## src/rtl/core/wpc_pkg.sv

```systemverilog
// ----------------------------------------------------------------------------
// wpc_pkg: shared types and constants of the windowed point centroid filter
// Widths, the ring command group and the control state encoding.
// ----------------------------------------------------------------------------
package wpc_pkg;

  localparam int MAX_WINDOW = 16;
  localparam int COORD_W    = 24;
  localparam int CNT_W      = 5;
  localparam int SLOT_W     = $clog2(MAX_WINDOW);
  localparam int SUM_W      = COORD_W + SLOT_W + 1;
  localparam int STEP_W     = $clog2(SUM_W);

  typedef logic signed [COORD_W-1:0] coord_t;
  typedef logic signed [SUM_W-1:0]   sum_t;
  typedef logic [CNT_W-1:0]          count_t;
  typedef logic [SLOT_W-1:0]         slot_t;
  typedef logic [STEP_W-1:0]         step_t;

  localparam count_t WIN_RESET = count_t'(10);

  // Commands from the sequencer to the ring store.
  typedef struct packed {
    logic clear;   // drop all held points
    logic remove;  // take the oldest point out when full, write the new one
    logic insert;  // add the new point into the sums
  } ring_cmd_t;

  typedef enum logic [2:0] {
    ST_IDLE,
    ST_SUB,
    ST_ADD,
    ST_START,
    ST_DIV,
    ST_HOLD
  } state_t;

endpackage

```

## src/rtl/core/wpc_in_if.sv

```systemverilog
// ----------------------------------------------------------------------------
// wpc_in_if: input channel of the centroid filter
// Carries one point item with a valid/ready handshake.
// ----------------------------------------------------------------------------
interface wpc_in_if;
  logic            valid;
  logic            ready;
  wpc_pkg::coord_t point_x;
  wpc_pkg::coord_t point_y;

  modport source (output valid, output point_x, output point_y, input ready);
  modport sink   (input valid, input point_x, input point_y, output ready);
endinterface

```

## src/rtl/core/wpc_out_if.sv

```systemverilog
// ----------------------------------------------------------------------------
// wpc_out_if: result channel of the centroid filter
// Carries one mean item with a valid/ready handshake.
// ----------------------------------------------------------------------------
interface wpc_out_if;
  logic            valid;
  logic            ready;
  wpc_pkg::coord_t mean_x;
  wpc_pkg::coord_t mean_y;
  wpc_pkg::count_t points_held;

  modport source (output valid, output mean_x, output mean_y, output points_held,
                  input ready);
  modport sink   (input valid, input mean_x, input mean_y, input points_held,
                  output ready);
endinterface

```

## src/rtl/core/wpc_ring.sv

```systemverilog
// ----------------------------------------------------------------------------
// wpc_ring: point ring with running sums
// Holds the most recent points, the write slot, the fill count and the sums.
// ----------------------------------------------------------------------------
module wpc_ring (
  input  logic               clk,
  input  logic               rst_n,
  input  wpc_pkg::ring_cmd_t cmd,
  input  wpc_pkg::count_t    win,
  input  wpc_pkg::coord_t    point_x,
  input  wpc_pkg::coord_t    point_y,
  output wpc_pkg::sum_t      sum_x,
  output wpc_pkg::sum_t      sum_y,
  output wpc_pkg::count_t    fill
);

  // Entries are only read once the window has been filled since the last
  // clear, so the ring itself needs no reset.
  wpc_pkg::coord_t ring_x_r [wpc_pkg::MAX_WINDOW];
  wpc_pkg::coord_t ring_y_r [wpc_pkg::MAX_WINDOW];

  wpc_pkg::slot_t  slot_r, slot_nxt;
  wpc_pkg::count_t fill_r, fill_nxt;
  wpc_pkg::sum_t   sum_x_r, sum_x_nxt;
  wpc_pkg::sum_t   sum_y_r, sum_y_nxt;

  wpc_pkg::slot_t  slot_cur;
  wpc_pkg::count_t slot_inc;

  always_comb begin
    slot_cur  = (wpc_pkg::count_t'(slot_r) >= win) ? '0 : slot_r;
    slot_inc  = wpc_pkg::count_t'(slot_cur) + wpc_pkg::count_t'(1);
    slot_nxt  = slot_r;
    fill_nxt  = fill_r;
    sum_x_nxt = sum_x_r;
    sum_y_nxt = sum_y_r;
    if (cmd.clear) begin
      slot_nxt  = '0;
      fill_nxt  = '0;
      sum_x_nxt = '0;
      sum_y_nxt = '0;
    end else if (cmd.remove) begin
      if (fill_r >= win) begin
        sum_x_nxt = sum_x_r - wpc_pkg::sum_t'(ring_x_r[slot_cur]);
        sum_y_nxt = sum_y_r - wpc_pkg::sum_t'(ring_y_r[slot_cur]);
        fill_nxt  = win;
      end else begin
        fill_nxt  = fill_r + wpc_pkg::count_t'(1);
      end
      slot_nxt = (slot_inc >= win) ? '0 : slot_inc[wpc_pkg::SLOT_W-1:0];
    end else if (cmd.insert) begin
      sum_x_nxt = sum_x_r + wpc_pkg::sum_t'(point_x);
      sum_y_nxt = sum_y_r + wpc_pkg::sum_t'(point_y);
    end
  end

  always_ff @(posedge clk) begin
    if (!rst_n) begin
      slot_r  <= '0;
      fill_r  <= '0;
      sum_x_r <= '0;
      sum_y_r <= '0;
    end else begin
      slot_r  <= slot_nxt;
      fill_r  <= fill_nxt;
      sum_x_r <= sum_x_nxt;
      sum_y_r <= sum_y_nxt;
    end
  end

  always_ff @(posedge clk) begin
    if (cmd.remove && !cmd.clear) begin
      ring_x_r[slot_cur] <= point_x;
      ring_y_r[slot_cur] <= point_y;
    end
  end

  assign sum_x = sum_x_r;
  assign sum_y = sum_y_r;
  assign fill  = fill_r;

endmodule

```

## src/rtl/core/wpc_sdiv.sv

```systemverilog
// ----------------------------------------------------------------------------
// wpc_sdiv: bit-serial signed divider
// Divides a signed sum by a small unsigned count, one quotient bit per cycle,
// truncating toward zero.
// ----------------------------------------------------------------------------
module wpc_sdiv (
  input  logic            clk,
  input  logic            rst_n,
  input  logic            start,
  input  wpc_pkg::sum_t   dividend,
  input  wpc_pkg::count_t divisor,
  output logic            done,
  output wpc_pkg::coord_t quotient
);

  // The dividend magnitude shifts out at the top while quotient bits shift in
  // at the bottom, so after all steps the register holds the quotient.
  logic [wpc_pkg::SUM_W-1:0] mag_r, mag_nxt;
  wpc_pkg::count_t           rem_r, rem_nxt;
  wpc_pkg::count_t           div_r, div_nxt;
  logic                      neg_r, neg_nxt;
  wpc_pkg::step_t            step_r, step_nxt;
  logic                      busy_r, busy_nxt;
  logic                      done_r, done_nxt;

  logic [wpc_pkg::CNT_W:0]   trial;
  logic [wpc_pkg::CNT_W:0]   diff;
  logic                      q_bit;
  wpc_pkg::coord_t           q_mag;

  always_comb begin
    trial    = {rem_r, mag_r[wpc_pkg::SUM_W-1]};
    diff     = trial - {1'b0, div_r};
    q_bit    = (trial >= {1'b0, div_r});
    mag_nxt  = mag_r;
    rem_nxt  = rem_r;
    div_nxt  = div_r;
    neg_nxt  = neg_r;
    step_nxt = step_r;
    busy_nxt = busy_r;
    done_nxt = 1'b0;
    if (start) begin
      mag_nxt  = dividend[wpc_pkg::SUM_W-1] ? -dividend : dividend;
      rem_nxt  = '0;
      div_nxt  = divisor;
      neg_nxt  = dividend[wpc_pkg::SUM_W-1];
      step_nxt = '0;
      busy_nxt = 1'b1;
    end else if (busy_r) begin
      mag_nxt  = {mag_r[wpc_pkg::SUM_W-2:0], q_bit};
      rem_nxt  = q_bit ? diff[wpc_pkg::CNT_W-1:0] : trial[wpc_pkg::CNT_W-1:0];
      step_nxt = step_r + wpc_pkg::step_t'(1);
      if (step_r == wpc_pkg::step_t'(wpc_pkg::SUM_W - 1)) begin
        busy_nxt = 1'b0;
        done_nxt = 1'b1;
      end
    end
  end

  always_ff @(posedge clk) begin
    if (!rst_n) begin
      busy_r <= 1'b0;
      done_r <= 1'b0;
      step_r <= '0;
    end else begin
      busy_r <= busy_nxt;
      done_r <= done_nxt;
      step_r <= step_nxt;
    end
  end

  always_ff @(posedge clk) begin
    mag_r <= mag_nxt;
    rem_r <= rem_nxt;
    div_r <= div_nxt;
    neg_r <= neg_nxt;
  end

  assign q_mag    = mag_r[wpc_pkg::COORD_W-1:0];
  assign quotient = neg_r ? -q_mag : q_mag;
  assign done     = done_r;

endmodule

```

## src/rtl/core/windowed_point_centroid_filter_top.sv

```systemverilog
// ----------------------------------------------------------------------------
// windowed_point_centroid_filter_top: moving average of 2-D target points
// Averages the most recent points of a configurable window, x and y apart.
// ----------------------------------------------------------------------------
// Each input item is one point (x, y) in signed fixed point with 8 fraction
// bits. The block keeps the last window_size points in a ring together with
// running x and y sums, and for every point it returns one item with the mean
// of the points held, truncated toward zero, and the number of points that
// entered that mean. While the window fills, that number counts up from 1.
// A window size of zero acts as one, and sizes above 16 act as 16. Writing
// the window size register also empties the ring, so the next point starts
// a new window; write it only while the block is idle. From acceptance to
// the next acceptance, when the result side keeps up, an item passes these
// steps: ST_SUB and ST_ADD update the sums, ST_START launches the dividers,
// the two bit-serial dividers run in ST_DIV (one quotient bit per cycle
// across the 29-bit sum) until their done flags are seen, ST_HOLD hands the
// result to the output register and the block is back in ST_IDLE before
// the next point is taken. The output register lets the next item be
// accepted while a finished mean still waits to be taken; only when a
// second mean is ready before the first is taken does the block stall, for
// as long as the result side holds ready low.
// ----------------------------------------------------------------------------
module windowed_point_centroid_filter_top (
  input  logic            clk,
  input  logic            rst_n,
  wpc_in_if.sink          in_ch,
  wpc_out_if.source       out_ch,
  input  logic            cfg_wr_en,
  input  wpc_pkg::count_t cfg_wr_data
);

  wpc_pkg::state_t    state_r, state_nxt;
  wpc_pkg::count_t    window_r, window_nxt;
  wpc_pkg::count_t    win_eff;

  // The accepted point is held here while the ring and sums are updated.
  wpc_pkg::coord_t    px_r, px_nxt;
  wpc_pkg::coord_t    py_r, py_nxt;

  // Output register.
  logic               out_valid_r, out_valid_nxt;
  wpc_pkg::coord_t    mean_x_r, mean_x_nxt;
  wpc_pkg::coord_t    mean_y_r, mean_y_nxt;
  wpc_pkg::count_t    held_r, held_nxt;

  wpc_pkg::ring_cmd_t ring_cmd;
  wpc_pkg::sum_t      sum_x;
  wpc_pkg::sum_t      sum_y;
  wpc_pkg::count_t    fill;

  logic               div_start;
  logic               div_x_done;
  logic               div_y_done;
  wpc_pkg::coord_t    quot_x;
  wpc_pkg::coord_t    quot_y;

  logic               in_fire;

  // Clamp the register to the range the ring supports.
  always_comb begin
    if (window_r == '0) begin
      win_eff = wpc_pkg::count_t'(1);
    end else if (window_r > wpc_pkg::count_t'(wpc_pkg::MAX_WINDOW)) begin
      win_eff = wpc_pkg::count_t'(wpc_pkg::MAX_WINDOW);
    end else begin
      win_eff = window_r;
    end
  end

  assign in_ch.ready = (state_r == wpc_pkg::ST_IDLE);
  assign in_fire     = in_ch.valid && in_ch.ready;

  always_comb begin
    state_nxt     = state_r;
    window_nxt    = window_r;
    px_nxt        = px_r;
    py_nxt        = py_r;
    out_valid_nxt = out_valid_r;
    mean_x_nxt    = mean_x_r;
    mean_y_nxt    = mean_y_r;
    held_nxt      = held_r;
    ring_cmd      = '0;
    div_start     = 1'b0;

    if (out_valid_r && out_ch.ready) begin
      out_valid_nxt = 1'b0;
    end

    if (cfg_wr_en) begin
      window_nxt     = cfg_wr_data;
      ring_cmd.clear = 1'b1;
    end

    case (state_r)
      wpc_pkg::ST_IDLE: begin
        if (in_fire) begin
          px_nxt    = in_ch.point_x;
          py_nxt    = in_ch.point_y;
          state_nxt = wpc_pkg::ST_SUB;
        end
      end
      wpc_pkg::ST_SUB: begin
        // Drop the oldest point when the window is full and store the new one.
        ring_cmd.remove = 1'b1;
        state_nxt       = wpc_pkg::ST_ADD;
      end
      wpc_pkg::ST_ADD: begin
        ring_cmd.insert = 1'b1;
        state_nxt       = wpc_pkg::ST_START;
      end
      wpc_pkg::ST_START: begin
        div_start = 1'b1;
        state_nxt = wpc_pkg::ST_DIV;
      end
      wpc_pkg::ST_DIV: begin
        // Both dividers run in lockstep and finish in the same cycle.
        if (div_x_done && div_y_done) begin
          state_nxt = wpc_pkg::ST_HOLD;
        end
      end
      wpc_pkg::ST_HOLD: begin
        if (!out_valid_r || out_ch.ready) begin
          out_valid_nxt = 1'b1;
          mean_x_nxt    = quot_x;
          mean_y_nxt    = quot_y;
          held_nxt      = fill;
          state_nxt     = wpc_pkg::ST_IDLE;
        end
      end
      default: begin
        state_nxt = wpc_pkg::ST_IDLE;
      end
    endcase
  end

  always_ff @(posedge clk) begin
    if (!rst_n) begin
      state_r     <= wpc_pkg::ST_IDLE;
      window_r    <= wpc_pkg::WIN_RESET;
      out_valid_r <= 1'b0;
    end else begin
      state_r     <= state_nxt;
      window_r    <= window_nxt;
      out_valid_r <= out_valid_nxt;
    end
  end

  always_ff @(posedge clk) begin
    px_r     <= px_nxt;
    py_r     <= py_nxt;
    mean_x_r <= mean_x_nxt;
    mean_y_r <= mean_y_nxt;
    held_r   <= held_nxt;
  end

  wpc_ring u_ring (
    .clk     (clk),
    .rst_n   (rst_n),
    .cmd     (ring_cmd),
    .win     (win_eff),
    .point_x (px_r),
    .point_y (py_r),
    .sum_x   (sum_x),
    .sum_y   (sum_y),
    .fill    (fill)
  );

  wpc_sdiv u_div_x (
    .clk      (clk),
    .rst_n    (rst_n),
    .start    (div_start),
    .dividend (sum_x),
    .divisor  (fill),
    .done     (div_x_done),
    .quotient (quot_x)
  );

  wpc_sdiv u_div_y (
    .clk      (clk),
    .rst_n    (rst_n),
    .start    (div_start),
    .dividend (sum_y),
    .divisor  (fill),
    .done     (div_y_done),
    .quotient (quot_y)
  );

  assign out_ch.valid       = out_valid_r;
  assign out_ch.mean_x      = mean_x_r;
  assign out_ch.mean_y      = mean_y_r;
  assign out_ch.points_held = held_r;

endmodule

```

## src/flat_wrapper.sv

```systemverilog
// flat-port wrapper written by rule: the top's interface ports become plain ports
module windowed_point_centroid_filter_top_flat 
  (clk, rst_n, cfg_wr_en, cfg_wr_data, in_ch_valid, in_ch_point_x, in_ch_point_y, in_ch_ready, out_ch_valid, out_ch_mean_x, out_ch_mean_y, out_ch_points_held, out_ch_ready);
  wpc_in_if in_ch_i ();
  wpc_out_if out_ch_i ();
  input  logic clk;
  input  logic rst_n;
  input  logic cfg_wr_en;
  input  wpc_pkg::count_t cfg_wr_data;
  input wire logic [$bits(in_ch_i.valid)-1:0] in_ch_valid;
  input wire logic [$bits(in_ch_i.point_x)-1:0] in_ch_point_x;
  input wire logic [$bits(in_ch_i.point_y)-1:0] in_ch_point_y;
  output wire logic [$bits(in_ch_i.ready)-1:0] in_ch_ready;
  output wire logic [$bits(out_ch_i.valid)-1:0] out_ch_valid;
  output wire logic [$bits(out_ch_i.mean_x)-1:0] out_ch_mean_x;
  output wire logic [$bits(out_ch_i.mean_y)-1:0] out_ch_mean_y;
  output wire logic [$bits(out_ch_i.points_held)-1:0] out_ch_points_held;
  input wire logic [$bits(out_ch_i.ready)-1:0] out_ch_ready;
  assign in_ch_i.valid = in_ch_valid;
  assign in_ch_i.point_x = in_ch_point_x;
  assign in_ch_i.point_y = in_ch_point_y;
  assign in_ch_ready = in_ch_i.ready;
  assign out_ch_valid = out_ch_i.valid;
  assign out_ch_mean_x = out_ch_i.mean_x;
  assign out_ch_mean_y = out_ch_i.mean_y;
  assign out_ch_points_held = out_ch_i.points_held;
  assign out_ch_i.ready = out_ch_ready;
  windowed_point_centroid_filter_top u_core (.clk(clk), .rst_n(rst_n), .in_ch(in_ch_i), .out_ch(out_ch_i), .cfg_wr_en(cfg_wr_en), .cfg_wr_data(cfg_wr_data));
endmodule
```

## config.mk

```make
export PLATFORM = sky130hd
export DESIGN_NAME = windowed_point_centroid_filter_top_flat
export DESIGN_NICKNAME = d
export VERILOG_FILES = /design/src/rtl/core/wpc_pkg.sv /design/src/rtl/core/wpc_in_if.sv /design/src/rtl/core/wpc_out_if.sv /design/src/rtl/core/wpc_ring.sv /design/src/rtl/core/wpc_sdiv.sv /design/src/rtl/core/windowed_point_centroid_filter_top.sv /design/src/flat_wrapper.sv
export SDC_FILE = /design/constraint.sdc
export NUM_CORES = 1
export LEC_CHECK = 0
export CORE_MARGIN = 2
export CORE_UTILIZATION = 45
export CTS_CLUSTER_DIAMETER = 40
export DETAILED_ROUTE_END_ITERATION = 8
export DONT_BUFFER_PORTS = 1
export GPL_ROUTABILITY_DRIVEN = 0
export SYNTH_ARGS = -nofsm -noshare
export SYNTH_HDL_FRONTEND = slang
export SYNTH_SLANG_ARGS = --single-unit
```

## constraint.sdc

```tcl
create_clock -name clk -period 6.8 [get_ports clk]
set_input_delay 1.7 -clock clk [delete_from_list [all_inputs] [get_ports clk]]
set_output_delay 1.7 -clock clk [all_outputs]
set_load 0.02 [all_outputs]
```

Word level (Yosys, flattened, before mapping)
Memories as Yosys holds them, arrays and structs flattened.
Cells that the tools add are included.
Widths: inputs -> output; s select.
Cells by class
  reduce and logical (&&, ||, !) cells: 20
  bitwise logic cells: 3
  add/subtract/negate cells: 14
  $lt $le $gt $ge: 6
  mux-type cells: 42
  equal/unequal tests: 11
Operators with widths (number)
  $mux 29: 12
  $add 29x24->29: 2
  $neg 29->29: 2
  $sub 29x24->29: 2
  $mux 24: 2
  $neg 24->24: 2
  $mux 5: 5
  $pmux 3 s6: 1
  $mux 1: 17
  $add 5x1->5 const B: 3
  $ge 6x5->1: 2
  $eq 5x5->1 const B: 2
  $ge 5x5->1: 2
  $sub 5x5->5: 2
  $mux 3: 3
  $mux 4: 2
  $eq 3x2->1 const B: 2
  $eq 3x3->1 const B: 2
  $ne 2x1->1 const B: 3
  $reduce_and 2->1: 3
  $reduce_bool 2->1: 3
  $reduce_or 3->1: 2
  $add 4x1->5 const B: 1
  $ge 4x5->1: 1
  11 further kinds: 18
Word-level totals
  input bits: 58
  memory bits (writable): 768
  register bits after elaboration: 266
  memories kept: 2
Memories
  u_core.u_ring.ring_x_r: words 16, width 24, rd ports 1, clocked after Yosys merged registers in 0, wr ports 1, RTL line wpc_ring.sv:19  | wpc_pkg::coord_t ring_x_r [wpc_pkg::MAX_WINDOW];
  u_core.u_ring.ring_y_r: words 16, width 24, rd ports 1, clocked after Yosys merged registers in 0, wr ports 1, RTL line wpc_ring.sv:20  | wpc_pkg::coord_t ring_y_r [wpc_pkg::MAX_WINDOW];

Longest topological paths before layout
An unclocked memory read counts as a cell.
  word-level depth: 9
  gate-level depth with buffers: 29

Hierarchy
Synthesis repeated with hierarchy kept, for this count alone.
Unflattened totals
  cells, all modules: 3777
  area total of the unflattened synthesis: 46572.2 µm²
Modules (own cells, without submodules)
  wpc_ring: times used 1, area each 36178.4 µm², cells an instance 2864
  wpc_sdiv: times used 2, area each 3440.8 µm², cells an instance 381
  windowed_point_centroid_filter_top: times used 1, area each 3512.1 µm², cells an instance 151

Worst setup path after synthesis
No wires, ideal clock.
  kind: register -> register
  start: reg u_core.window_r[1]
  end: reg u_core.u_ring.sum_y_r[28], in the netlist u_core.u_ring.sum_y[28]
  slack: 1.481 ns
  path buffers: 4
  library setup time: 0.070 ns
  stages on the path, launching flop included: 28
  arrival time: 5.248 ns
  data required time: 6.730 ns
  cells stage by stage: dfxtp_1 nor3_1 nor2_1 nor2_1 ha_1 nand2b_1 a31oi_4 o21a_1 buf_6 buf_4 buf_2 buf_1 nand2_1 a31oi_1 o22ai_1 o21ai_0 o21ai_0 ha_1 a21o_1 a21o_1 a2111oi_0 o31ai_1 a21o_1 a41o_1 o22a_1 xnor2_1 or3_1 a21oi_1
On the way
  word-level cells in the longest chain between the ends: 9
Ends and longest elaborated chain
  start, declared: RTL line windowed_point_centroid_filter_top.sv:33  | wpc_pkg::count_t window_r, window_nxt;
  start signal, assigned: RTL line windowed_point_centroid_filter_top.sv:139  | window_r <= wpc_pkg::WIN_RESET;
  start signal, assigned: RTL line windowed_point_centroid_filter_top.sv:143  | window_r <= window_nxt;
  $gt 5x5->1: RTL line windowed_point_centroid_filter_top.sv:63  | end else if (window_r > wpc_pkg::count_t'(wpc_pkg::MAX_WINDOW)) begin
  $mux 5: RTL line windowed_point_centroid_filter_top.sv:63
  $mux 5 *: RTL line windowed_point_centroid_filter_top.sv:61  | if (window_r == '0) begin
  $ge 4x5->1: RTL line wpc_ring.sv:31  | slot_cur = (wpc_pkg::count_t'(slot_r) >= win) ? '0 : slot_r;
  $mux 4: RTL line wpc_ring.sv:31
  $mem_v2 16x24
  $sub 29x24->29: RTL line wpc_ring.sv:45  | sum_y_nxt = sum_y_r - wpc_pkg::sum_t'(ring_y_r[slot_cur]);
  $mux 29: RTL line wpc_ring.sv:43  | if (fill_r >= win) begin
  $mux 29: RTL line wpc_ring.sv:42  | end else if (cmd.remove) begin
  end signal, assigned: RTL line wpc_ring.sv:67  | sum_y_r <= sum_y_nxt;
  end, declared: RTL line wpc_ring.sv:25  | wpc_pkg::sum_t sum_y_r, sum_y_nxt;
Mark *: on every way between the ends. The rest lies on a longest branch, timed or not. The select of a mux whose other input is x is not followed.
A chain may end at the register's enable or synchronous reset.

Final worst setup path
  start: reg u_core.window_r[4]
  end: reg u_core.u_ring.sum_x_r[28], in the netlist u_core.u_ring.sum_x[28]
On the way
  word-level cells in the longest chain between the ends: 9
Ends and longest elaborated chain
  $gt 5x5->1: RTL line windowed_point_centroid_filter_top.sv:63
  $mux 5: RTL line windowed_point_centroid_filter_top.sv:63
  $mux 5 *: RTL line windowed_point_centroid_filter_top.sv:61
  $ge 4x5->1: RTL line wpc_ring.sv:31
  $mux 4: RTL line wpc_ring.sv:31
  $mem_v2 16x24
  $sub 29x24->29: RTL line wpc_ring.sv:44  | sum_x_nxt = sum_x_r - wpc_pkg::sum_t'(ring_x_r[slot_cur]);
  $mux 29: RTL line wpc_ring.sv:43
  $mux 29: RTL line wpc_ring.sv:42
  end signal, assigned: RTL line wpc_ring.sv:66  | sum_x_r <= sum_x_nxt;
  end, declared: RTL line wpc_ring.sv:24  | wpc_pkg::sum_t sum_x_r, sum_x_nxt;
Marks and branches as above.

==> results.txt <==
For this design, the slowest cell found on the critical path is sky130_fd_sc_hd__o41ai_4. The number of global-route vias before repair is 28,500, and the final period demand of the worst path is 6.39 ns. The per-cell routed wire length came out at 23.9 µm.

The buffers plus inverters on the worst setup path is 4. Number of logic stages on the critical path including buffering: 27. The power per unit of standard cell area was 304 nW/µm²; the die height was 322 µm. Sum of overflow across all layers after global routing: 0. For the initial antenna violation count, the log shows 2. Following the worst setup path forward leads to its endpoint at u_core.u_ring.sum_x[28]. The tools report the arrival time reported for the critical path endpoint as 7.05 ns. Relative to the synthesized area, the layout overhead comes to 15.6%. The count of state elements after synthesis is 1,034, and the latest clock arrival within the worst-skew pair is 0.75 ns. Each instance of the synthesized netlist takes up on average 12.7 µm². The layout cell share with drive strength beyond 1 is 11.0%, and the slew at the pin closest to its max-slew limit is 1.23 ns. For flop-to-flop paths, the worst setup slack is 0.41 ns. The run finished with clean final reports. The count of buffers from port buffering is 0. The startpoint of the most critical register-to-register path is u_core.window_r[4]. The setup path with the least slack is of type flop to flop.

Sorting the synthesized cells by area gives the leading types as sky130_fd_sc_hd__edfxtp_1, sky130_fd_sc_hd__nand2_1, sky130_fd_sc_hd__dfxtp_1. The maximum VDD drop was 183 µV; the area of the core region was 100,000 µm². The maximum fanout along the worst path was 36. The number of standard cells after synthesis is 3,587. After legalization and detailed placement, the total HPWL measured 73,700 µm.

Of all cell types, the one taking the most synthesized area is sky130_fd_sc_hd__edfxtp_1. The CTS H-tree depth was 4. Counting flops with a built-in enable in the synthesized netlist gives 934. The logs give 122,000 µm for the aggregate routed wire length and 45,400 µm² for the cell area after synthesis.

Broken down by cell family, the worst path's largest delay share belongs to compound AO/OA/AOI/OAI gates. The final net count came out at 3,818. Count of vias placed by the detailed router: 29,700. Floorplan die area: 104,000 µm². Data on the critical path is required at its endpoint by 7.46 ns.

In this run the core area contains 116 standard-cell rows. For this run, the leading register cell type out of synthesis is sky130_fd_sc_hd__edfxtp_1. TritonCTS built the clock tree.

The share of the Yosys chip area taken by registers is 66.1%. The initial utilization of the core area, before any placement, comes to 45.4%. The clock arrives with 0.0328 ns of skew. The floorplan step set the die width to 322 µm.

Headroom to the max-slew limit came out at 17.9%. The clock-pin transition on the worst setup and hold timing paths is 0.06 ns. In this run the most critical hold path is launched from u_core.u_div_y.rem_r[4]. Using the TritonRoute via totals, the vias-per-cell ratio works out to 5.83. After detailed routing, the number of remaining DRC violations is 0. The first routing iteration left 2,928 violations.

Setup TNS: 0 ns. The I/O pin count came out at 113. The run gives 0 as the number of nets with antenna violations after detailed routing. Setup violations remaining at the end of the flow were counted as 0.

The critical path starts at u_core.window_r[4]. The tools report the kind of start point of the critical path as a flop. CTS saw 1,034 sinks. In this run the clock root is driven by a sky130_fd_sc_hd__clkbuf_16. Of the post-synthesis cell area, the dominant cell type holds 61.7%. The max-slew violation total from the final report came out at 0. The tools report the leakage power as 17.7 nW. The largest net degree at the start of global routing was 141. Static timing analysis puts the maximum clock frequency at 156 MHz.

The path class of the lowest-slack min-delay path was flop to flop. Counting cells, the worst reg-to-reg path comes to 27. The logs give 5,083 for the non-filler instance count after layout and 147 for the number of CTS-inserted buffers. The first global-routing pass estimated 182,000 µm of wire. Setup repair after global routing left no endpoint under its margin.

Delay of the slowest cell on the worst path: 0.45 ns. The logs give 23.5% for the global-route total usage across every layer and 0 for the count of synthesis-stage warnings from yosys. The commonest cells after synthesis are sky130_fd_sc_hd__edfxtp_1, sky130_fd_sc_hd__nand2_1, sky130_fd_sc_hd__o21ai_0, sky130_fd_sc_hd__a211oi_1, sky130_fd_sc_hd__nor2_1.

In the finished design, the share of the clock period the worst path needs comes to 94.0%. The number of nets handed over by synthesis was 3,744. The endpoint of the most critical register-to-register path is u_core.u_ring.sum_x[28]. The final count of hold timing violations was 0; the count of maximum capacitance violations was 0. The worst setup path is captured at a flop. The first detailed-routing pass ran for 5 iterations.

The count of hold buffers inserted by post-cts repair came out at 0. After detailed placement, the design holds a cell count of 4,810. The number of different library cells used by synthesis comes to 87. Share of synthesized registers carrying an async set or reset: 0%. The cell with the most instances after synthesis is sky130_fd_sc_hd__edfxtp_1. The tools report the number of buffers between clock root and the deepest sink as 3.
-- worst min path at each step --
| stage | slack, ns | cells past startpoint | endpoint |
|---|---|---|---|
| after floorplan | 0.43 | 2 | u_core.u_div_y.rem_r[4] |
| after global placement | 0.45 | 2 | u_core.u_div_y.rem_r[4] |
| after detailed placement | 0.45 | 2 | u_core.u_div_y.rem_r[4] |
| after CTS | 0.45 | 2 | u_core.u_div_y.rem_r[4] |
| after global routing | 0.49 | 2 | u_core.u_div_x.rem_r[4] |
| final | 0.45 | 2 | u_core.u_div_y.rem_r[4] |
-- worst reg2reg max path, stage by stage, from the launching register on --
cell and delay [ns]:
sky130_fd_sc_hd__dfxtp_1 0.38, sky130_fd_sc_hd__inv_6 0.13, sky130_fd_sc_hd__nand2_1 0.12, sky130_fd_sc_hd__ha_1 0.36, sky130_fd_sc_hd__a21o_1 0.17, sky130_fd_sc_hd__a31oi_4 0.07, sky130_fd_sc_hd__o21ba_1 0.25, sky130_fd_sc_hd__nor2_2 0.25
sky130_fd_sc_hd__nor2_4 0.09, sky130_fd_sc_hd__inv_6 0.32, sky130_fd_sc_hd__buf_12 0.28, sky130_fd_sc_hd__buf_4 0.21, sky130_fd_sc_hd__a211oi_1 0.07, sky130_fd_sc_hd__a31oi_1 0.22, sky130_fd_sc_hd__o22ai_1 0.14, sky130_fd_sc_hd__o21ai_1 0.42
sky130_fd_sc_hd__nand2_1 0.22, sky130_fd_sc_hd__ha_1 0.42, sky130_fd_sc_hd__o211ai_1 0.21, sky130_fd_sc_hd__a21oi_1 0.10, sky130_fd_sc_hd__o41ai_4 0.45, sky130_fd_sc_hd__o211ai_2 0.16, sky130_fd_sc_hd__and2_1 0.20, sky130_fd_sc_hd__a41oi_1 0.32
sky130_fd_sc_hd__a311oi_2 0.16, sky130_fd_sc_hd__xnor2_1 0.16, sky130_fd_sc_hd__or3_1 0.31, sky130_fd_sc_hd__a21oi_1 0.14
-- where the power goes --
group | internal [W] | leakage, nW | switching (W)
registers | 0.00709 | 9.25 | 0.000157
logic | 0.000405 | 6.04 | 0.000737
clock network | 0.00464 | 2.39 | 0.00295
total | 0.0121 | 17.7 | 0.00384
-- per-layer routing --
layer | routed length [µm] | global-route usage [%] | share of wire (%)
met1 | 54300 | 33.2 | 45
met2 | 55500 | 36.7 | 46
met4 | 3700 | 8.21 | 3.0
met5 | 0 | 0 | 0
met3 | 8300 | 4.27 | 6.8
-- placed cells by master (no fill, tap or decap), types with 13 or more instances in the layout --
master / Yosys / layout
sky130_fd_sc_hd__inv_6: 1 / 13
sky130_fd_sc_hd__ha_1: 95 / 95
sky130_fd_sc_hd__o41ai_1: 20 / 18
sky130_fd_sc_hd__clkinv_2: 0 / 13
sky130_fd_sc_hd__nor2_4: 0 / 19
sky130_fd_sc_hd__clkbuf_1: 132 / 16
sky130_fd_sc_hd__a21o_1: 27 / 27
sky130_fd_sc_hd__a211oi_1: 160 / 160
sky130_fd_sc_hd__nor4_1: 19 / 19
sky130_fd_sc_hd__dfxtp_1: 100 / 99
sky130_fd_sc_hd__clkinvlp_4: 0 / 15
sky130_fd_sc_hd__clkbuf_16: 0 / 154
sky130_fd_sc_hd__o22ai_1: 120 / 120
sky130_fd_sc_hd__xor2_1: 84 / 84
sky130_fd_sc_hd__xnor2_1: 110 / 110
sky130_fd_sc_hd__and3_1: 25 / 24
sky130_fd_sc_hd__or3_1: 24 / 24
sky130_fd_sc_hd__o221ai_1: 19 / 19
sky130_fd_sc_hd__nand2_1: 539 / 538
sky130_fd_sc_hd__edfxtp_1: 934 / 934
sky130_fd_sc_hd__nor2b_1: 124 / 124
sky130_fd_sc_hd__clkinv_1: 0 / 20
sky130_fd_sc_hd__a21oi_1: 134 / 134
sky130_fd_sc_hd__o31ai_1: 30 / 30
sky130_fd_sc_hd__or4_1: 19 / 19
sky130_fd_sc_hd__inv_1: 57 / 57
sky130_fd_sc_hd__mux2i_1: 67 / 67
sky130_fd_sc_hd__o21ai_0: 174 / 173
sky130_fd_sc_hd__nor3_1: 38 / 38
sky130_fd_sc_hd__a31oi_1: 120 / 120
sky130_fd_sc_hd__nand3_1: 31 / 30
sky130_fd_sc_hd__buf_4: 5 / 104
sky130_fd_sc_hd__nand2b_1: 35 / 33
sky130_fd_sc_hd__nor2_1: 140 / 119
-- cell type report --
class | instances | area (µm²)
diodes | 1 | 2.50
clock inverters | 101 | 1050
clock buffers | 171 | 3930
well taps | 1298 | 1620
multi-input cells | 2302 | 14600
repair buffers | 116 | 1020
fillers | 8441 | 47600
flip-flops and latches | 1034 | 30100
inverters | 60 | 238
-- timing repair --
| action | 4_1_cts | 5_1_grt |
|---|---|---|
| endpoints found under the setup margin | 0 | 13 |
| setup buffers | 0 | 0 |
| gates resized for setup | 0 | 7 |
-- state kept, by name (all words and copies together) (netlist names), 4 cells and up --
name                       count
u_core.u_ring.fill             5
u_core.u_ring.sum_x           29
u_core.out_ch.mean_x          24
u_core.u_div_x.div_r           5
u_core.u_div_y.rem_r           5
u_core.u_div_x.rem_r           5
u_core.out_ch.points_held      5
u_core.u_ring.slot_r           4
u_core.u_div_y.mag_r          29
u_core.u_div_y.step_r          5
u_core.window_r                5
u_core.py_r                   24
u_core.u_ring.ring_x_r       384
u_core.u_ring.sum_y           29
u_core.px_r                   24
u_core.u_div_x.step_r          5
u_core.u_ring.ring_y_r       384
u_core.out_ch.mean_y          24
u_core.u_div_x.mag_r          29
-- per-stage QoR --
stage	power, W	instance area [µm²]	hold WS (ns)	util (%)	setup WS [ns]
global route	0.0165	52500	0.492	52.4	0.0674
floorplan	0.00812	45400	0.432	-	1.48
finish	0.0160	52500	0.449	52.4	0.406
global placement	0.00849	47500	0.445	47.4	0.176
detailed placement	0.00851	47500	0.446	47.4	0.0964
CTS	0.0161	52500	0.453	52.4	0.0590
-- cells by family after synthesis --
group,synth area share (%)
AO/OA/AOI/OAI,13.0
buffers and inverters,2.23
XOR/XNOR,3.74
multiplexers,1.58
adder cells (fa/ha/maj),2.79
flip-flops,66.1
AND/OR/NAND/NOR,10.5
Power figures use the tool's default switching activity.
